--- src/design/etp_pkg.sv ---
package etp_pkg;

    localparam int NUM_FUNCS_DEF   = 256;
    localparam int STACK_DEPTH_DEF = 64;
    localparam int TIME_BITS_DEF   = 32;

    localparam int ID_W     = 8;
    localparam int TS_W     = 32;
    localparam int TOTAL_W  = 40;
    localparam int STATUS_W = 2;

    localparam logic [TOTAL_W-1:0] TOTAL_MAX = {TOTAL_W{1'b1}};

    typedef enum logic [STATUS_W-1:0] {
        STAT_OK        = 2'd0,
        STAT_OVERFLOW  = 2'd1,
        STAT_UNDERFLOW = 2'd2
    } status_t;

    typedef enum logic [2:0] {
        ST_CLEAR,
        ST_IDLE,
        ST_READ,
        ST_CHARGE,
        ST_WRITE
    } state_t;

    // what the commit cycle does to stack, totals and output
    typedef enum logic [2:0] {
        OP_NONE,
        OP_PUSH,
        OP_CHARGE_PUSH,
        OP_POP,
        OP_OVERFLOW,
        OP_UNDERFLOW
    } op_t;

    typedef struct packed {
        logic clr_en;
        logic take;
        logic span_en;
        logic sum_en;
        logic commit;
        op_t  op;
    } cmd_t;

    typedef struct packed {
        logic clr_done;
        logic in_valid;
        logic is_end;
        logic id_bad;
        logic empty;
        logic full;
        logic out_busy;
    } stat_t;

endpackage

--- src/design/etp_ctrl.sv ---
module etp_ctrl (
    input  logic           clk,
    input  logic           rst_n,
    input  etp_pkg::stat_t stat,
    output etp_pkg::cmd_t  cmd
);
    import etp_pkg::*;

    state_t state_reg, state_next;
    op_t    op_reg, op_next;

    always_ff @(posedge clk or negedge rst_n)
    begin
        if (!rst_n)
        begin
            state_reg <= ST_CLEAR;
            op_reg    <= OP_NONE;
        end
        else
        begin
            state_reg <= state_next;
            op_reg    <= op_next;
        end
    end

    always_comb
    begin
        state_next  = state_reg;
        op_next     = op_reg;
        cmd         = '0;
        cmd.op      = op_reg;
        unique case (state_reg)
            ST_CLEAR:
            begin
                cmd.clr_en = 1'b1;
                if (stat.clr_done)
                    state_next = ST_IDLE;
            end
            ST_IDLE:
            begin
                cmd.take = 1'b1;
                if (stat.in_valid)
                    state_next = ST_READ;
            end
            ST_READ:
            begin
                cmd.span_en = 1'b1;
                if (!stat.is_end)
                begin
                    if (stat.id_bad)
                    begin
                        op_next    = OP_NONE;
                        state_next = ST_IDLE;
                    end
                    else if (stat.full)
                    begin
                        op_next    = OP_OVERFLOW;
                        state_next = ST_WRITE;
                    end
                    else if (stat.empty)
                    begin
                        op_next    = OP_PUSH;
                        state_next = ST_WRITE;
                    end
                    else
                    begin
                        op_next    = OP_CHARGE_PUSH;
                        state_next = ST_CHARGE;
                    end
                end
                else if (stat.empty)
                begin
                    op_next    = OP_UNDERFLOW;
                    state_next = ST_WRITE;
                end
                else
                begin
                    op_next    = OP_POP;
                    state_next = ST_CHARGE;
                end
            end
            ST_CHARGE:
            begin
                cmd.sum_en = 1'b1;
                state_next = ST_WRITE;
            end
            ST_WRITE:
            begin
                // a push alone emits nothing and never waits on the output
                if (op_reg == OP_PUSH || !stat.out_busy)
                begin
                    cmd.commit = 1'b1;
                    state_next = ST_IDLE;
                end
            end
            default:
            begin
                state_next = ST_CLEAR;
            end
        endcase
    end

endmodule

--- config.mk ---
export PLATFORM = sky130hd
export DESIGN_NAME = etp_ctrl
export DESIGN_NICKNAME = d
export VERILOG_FILES = /design/src/design/etp_pkg.sv /design/src/design/etp_ctrl.sv
export SDC_FILE = /design/constraint.sdc
export NUM_CORES = 1
export LEC_CHECK = 0
export ABC_AREA = 1
export CELL_PAD_IN_SITES_DETAIL_PLACEMENT = 1
export CELL_PAD_IN_SITES_GLOBAL_PLACEMENT = 1
export CORE_AREA = 2 2 39 41
export DETAILED_ROUTE_END_ITERATION = 10
export DIE_AREA = 0 0 41 43
export DONT_BUFFER_PORTS = 1
export GPL_ROUTABILITY_DRIVEN = 0
export HOLD_SLACK_MARGIN = 0.08
export PLACE_DENSITY = 0.63
export SYNTH_ARGS = -nofsm -noshare
export SYNTH_HDL_FRONTEND = slang
export SYNTH_SLANG_ARGS = --single-unit
--- constraint.sdc ---
create_clock -name clk -period 1.5 [get_ports clk]
set_input_delay 0.225 -clock clk [delete_from_list [all_inputs] [get_ports clk]]
set_output_delay 0.225 -clock clk [all_outputs]
set_load 0.01 [all_outputs]
==> flow_metrics.py <==
metrics = {
    "worst_hold_path": {
        "hold_depth": 2,
        "min_path_type": "in2reg",
        "worst_hold_path.endpoint": "op_reg[0]",
        "hp-start": "stat[4]",
    },
    "synth": {
        "synthCells": 54,
        "synth_area_leaders": "dfrtp_1 (40%), nand2_1 (14%), inv_1 (9.0%)",
        "synth_seq_cells": 6,
        "syn_nets": 63,
        "yosysUniqueCellTypes": 15,
        "yosys.area.top_type": "dfrtp_1",
        "yosysSeqAreaShare": 0.399,
        "synth_top_cell_area_share": 0.399,
        "netlist_area_sq_um": 377,
        "postSynthAreaPerCell_sq_um": 6.97,
        "ys_warn_count": 0,
    },
    "job": {
        "drv_cap": 0,
    },
    "power_and_ir_drop": {
        "peakVddDrop_uv": 529,
        "p_leak_uw": 0.000229,
        "p_clk_frac": 0.178,
        "power_frac_comb": 0.439,
        "intPower_uw": 451,
        "seqPwrFrac": 0.383,
        "power_density_mw_per_mm2": 2010,
        "p_sw_uw": 421,
        "switching_share": 0.482,
        "p_total_uw": 872,
    },
    "setup_path": {
        "worst_ep_arrival_time_ns": 1.18,
        "r2r_cells": 5,
        "required_ns": 1.27,
        "worst-path-stages": 3,
        "max_stage_delay_ns": 0.43,
        "critPathTopFamily": "flip-flops",
        "critPathKind": "reg2out",
        "worstPathMaxFanout": 4,
        "critPathLaunch": "state_reg[0]",
        "timing.rr.start": "state_reg[0]",
        "r2r-end": "state_reg[1]",
        "crit_chain": "nor2_1 > nand2_1 > a21oi_2",
        "start_kind": "register",
        "cp.buffers_inverters": 0,
        "critPathSlowestCell": "dfrtp_1",
        "r2r_setup_slack_ns": 0.31,
        "endpoint_kind": "output port",
    },
    "timing": {
        "hold_viol": 0,
        "final_max_slew_viol_count": 0,
        "fin_setup_tns_ns": 0,
        "max_slew.worst_pin.slew_ns": 0.285,
        "fin_skew_ns": 0.00370,
        "post-route-period-util": 0.940,
        "setup-violations-final": 0,
        "fin_ws_ns": 0.0902,
        "rsz0062_at_grt": "no",
        "slew_headroom": 0.809,
        "min_period_ns": 1.41,
        "max_freq_ghz": 0.709,
    },
    "global_routing": {
        "grt_max_degree": 9,
        "top_usage_layer": "met2",
        "grt_pass1_vias": 377,
        "grtUsageMet2": 0.213,
        "grt-ovfl-total": 0,
        "met1_usage": 0.158,
        "grt_use_met3": 0.0471,
        "antenna_found_initial": 0,
        "grt_pass1_wl_microns": 1590,
        "gr-usage-all-layers": 0.142,
    },
    "die": {
        "coreArea_sq_mm": 0.00138,
        "die_x_microns": 41,
        "die_h_microns": 43,
        "dieArea_sq_mm": 0.00176,
        "initial_core_util": 0.272,
        "io_pins": 17,
        "rows": 14,
    },
    "clock_network": {
        "tritoncts": "yes",
        "clockBufferDepth": 2,
        "clkSinkCount": 6,
        "post-cts-setup-buffer-count": 0,
        "clock_latency_ns": 0.25,
        "cts_max_level": 1,
        "cts_buffers": 3,
        "cts.clk_slew.worst_paths_ns": 0.05,
        "root_buffer": "clkbuf_4",
    },
    "route": {
        "vias": 356,
        "antenna_left": 0,
        "drtPass1Iterations": 2,
        "wire_per_inst_microns": 12.3,
        "drc": 0,
        "drt_iter0_markers": 1,
        "drt-total-wl_microns": 912,
        "viasPerCell": 4.81,
    },
    "placement": {
        "hpwl_microns": 739,
        "dp.cells": 70,
        "pre_cts_slack_ns": 0.304,
        "port_buffers": 0,
    },
    "finish": {
        "nets": 69,
        "antennaDiodeCount": 0,
        "final_layout_size_suffix_gt1_frac": 0.172,
        "syn_to_final_growth_pct": 15.0,
        "stdcell_count": 74,
        "multi_input_area_sq_um": 189,
        "fin_util": 0.313,
        "seq_area_sq_um": 150,
        "fillCellCount": 182,
    },
    "outcome": {
        "status": "finished, final reports clean",
    },
}
## cell families (layout without fill, tap and decap cells)
family | count (synthesis) | after routing | synth area share
AND/OR/NAND/NOR | 28 | 28 | 0.365
buffers and inverters | 11 | 15 | 0.110
AO/OA/AOI/OAI | 9 | 9 | 0.126
flip-flops | 6 | 6 | 0.399
## metrics by stage
stage | cell area (sq um) | hold WS, ns
final | 433 | 0.122
after global routing | 433 | 0.140
after CTS | 429 | 0.127
after detailed placement | 397 | -0.0705
after global placement | 397 | -0.0705
after floorplan | 377 | -0.0706
## power groups by stage
stage                     sequential (uW)  clock [uW]  combinational, uW
after floorplan                       319           0                308
after global placement                335           0                373
after detailed placement              338           0                377
after CTS                             337         158                388
after global routing                  345         168                441
final                                 334         155                383
## Yosys cell counts (all sizes together)
library cell,instances
and2,1
o21ai,6
nand3,4
inv,11
nor2,6
nand2,15
o211ai,1
dfrtp,6
a21oi,2
nand3b,2
## metal layers
metal,routed length (microns),vias to the layer above,part of all wire
met5,0,-,0
li1,-,177,-
met1,359,168,0.39
met3,31,2,0.034
met4,21,0,0.023
met2,499,9,0.55
## layout make-up
cell class              instances  share of cell area
clock buffers                   3              0.0520
multi-input cells              37               0.436
flip-flops and latches          6               0.347
inverters                      11              0.0954
repair buffers                  1              0.0231
well taps                      16              0.0462
## repair_timing
action	CTS	global route
hold endpoints to repair	6	0
hold buffers	1	0
endpoints found under the setup margin	0	1
gates resized for setup	0	1
## layout by cell type, fill, tap and decap left out
| cell | count |
|---|---|
| nor2_1 | 4 |
| nor2_4 | 1 |
| nand3b_1 | 2 |
| nand3_1 | 3 |
| o211ai_1 | 1 |
| inv_2 | 2 |
| nor2_2 | 1 |
| clkbuf_4 | 3 |
| o21ai_0 | 6 |
| dlygate4sd3_1 | 1 |
| nand2_1 | 14 |
| dfrtp_1 | 6 |
| and2_1 | 1 |
| inv_1 | 9 |
| nand2_2 | 1 |
| nand3_2 | 1 |
| a21oi_1 | 1 |
| a21oi_2 | 1 |
## how the worst max path moves through the flow
| stage | endpoint | slack, ns |
|---|---|---|
| floorplan | cmd[3] | 0.39 |
| global placement | cmd[3] | 0.33 |
| finish | cmd[3] | 0.09 |
| detailed placement | cmd[3] | 0.30 |
| global route | cmd[3] | 0.01 |
| CTS | cmd[3] | 0.03 |
Note: power is estimated with default switching activity, not from simulation.
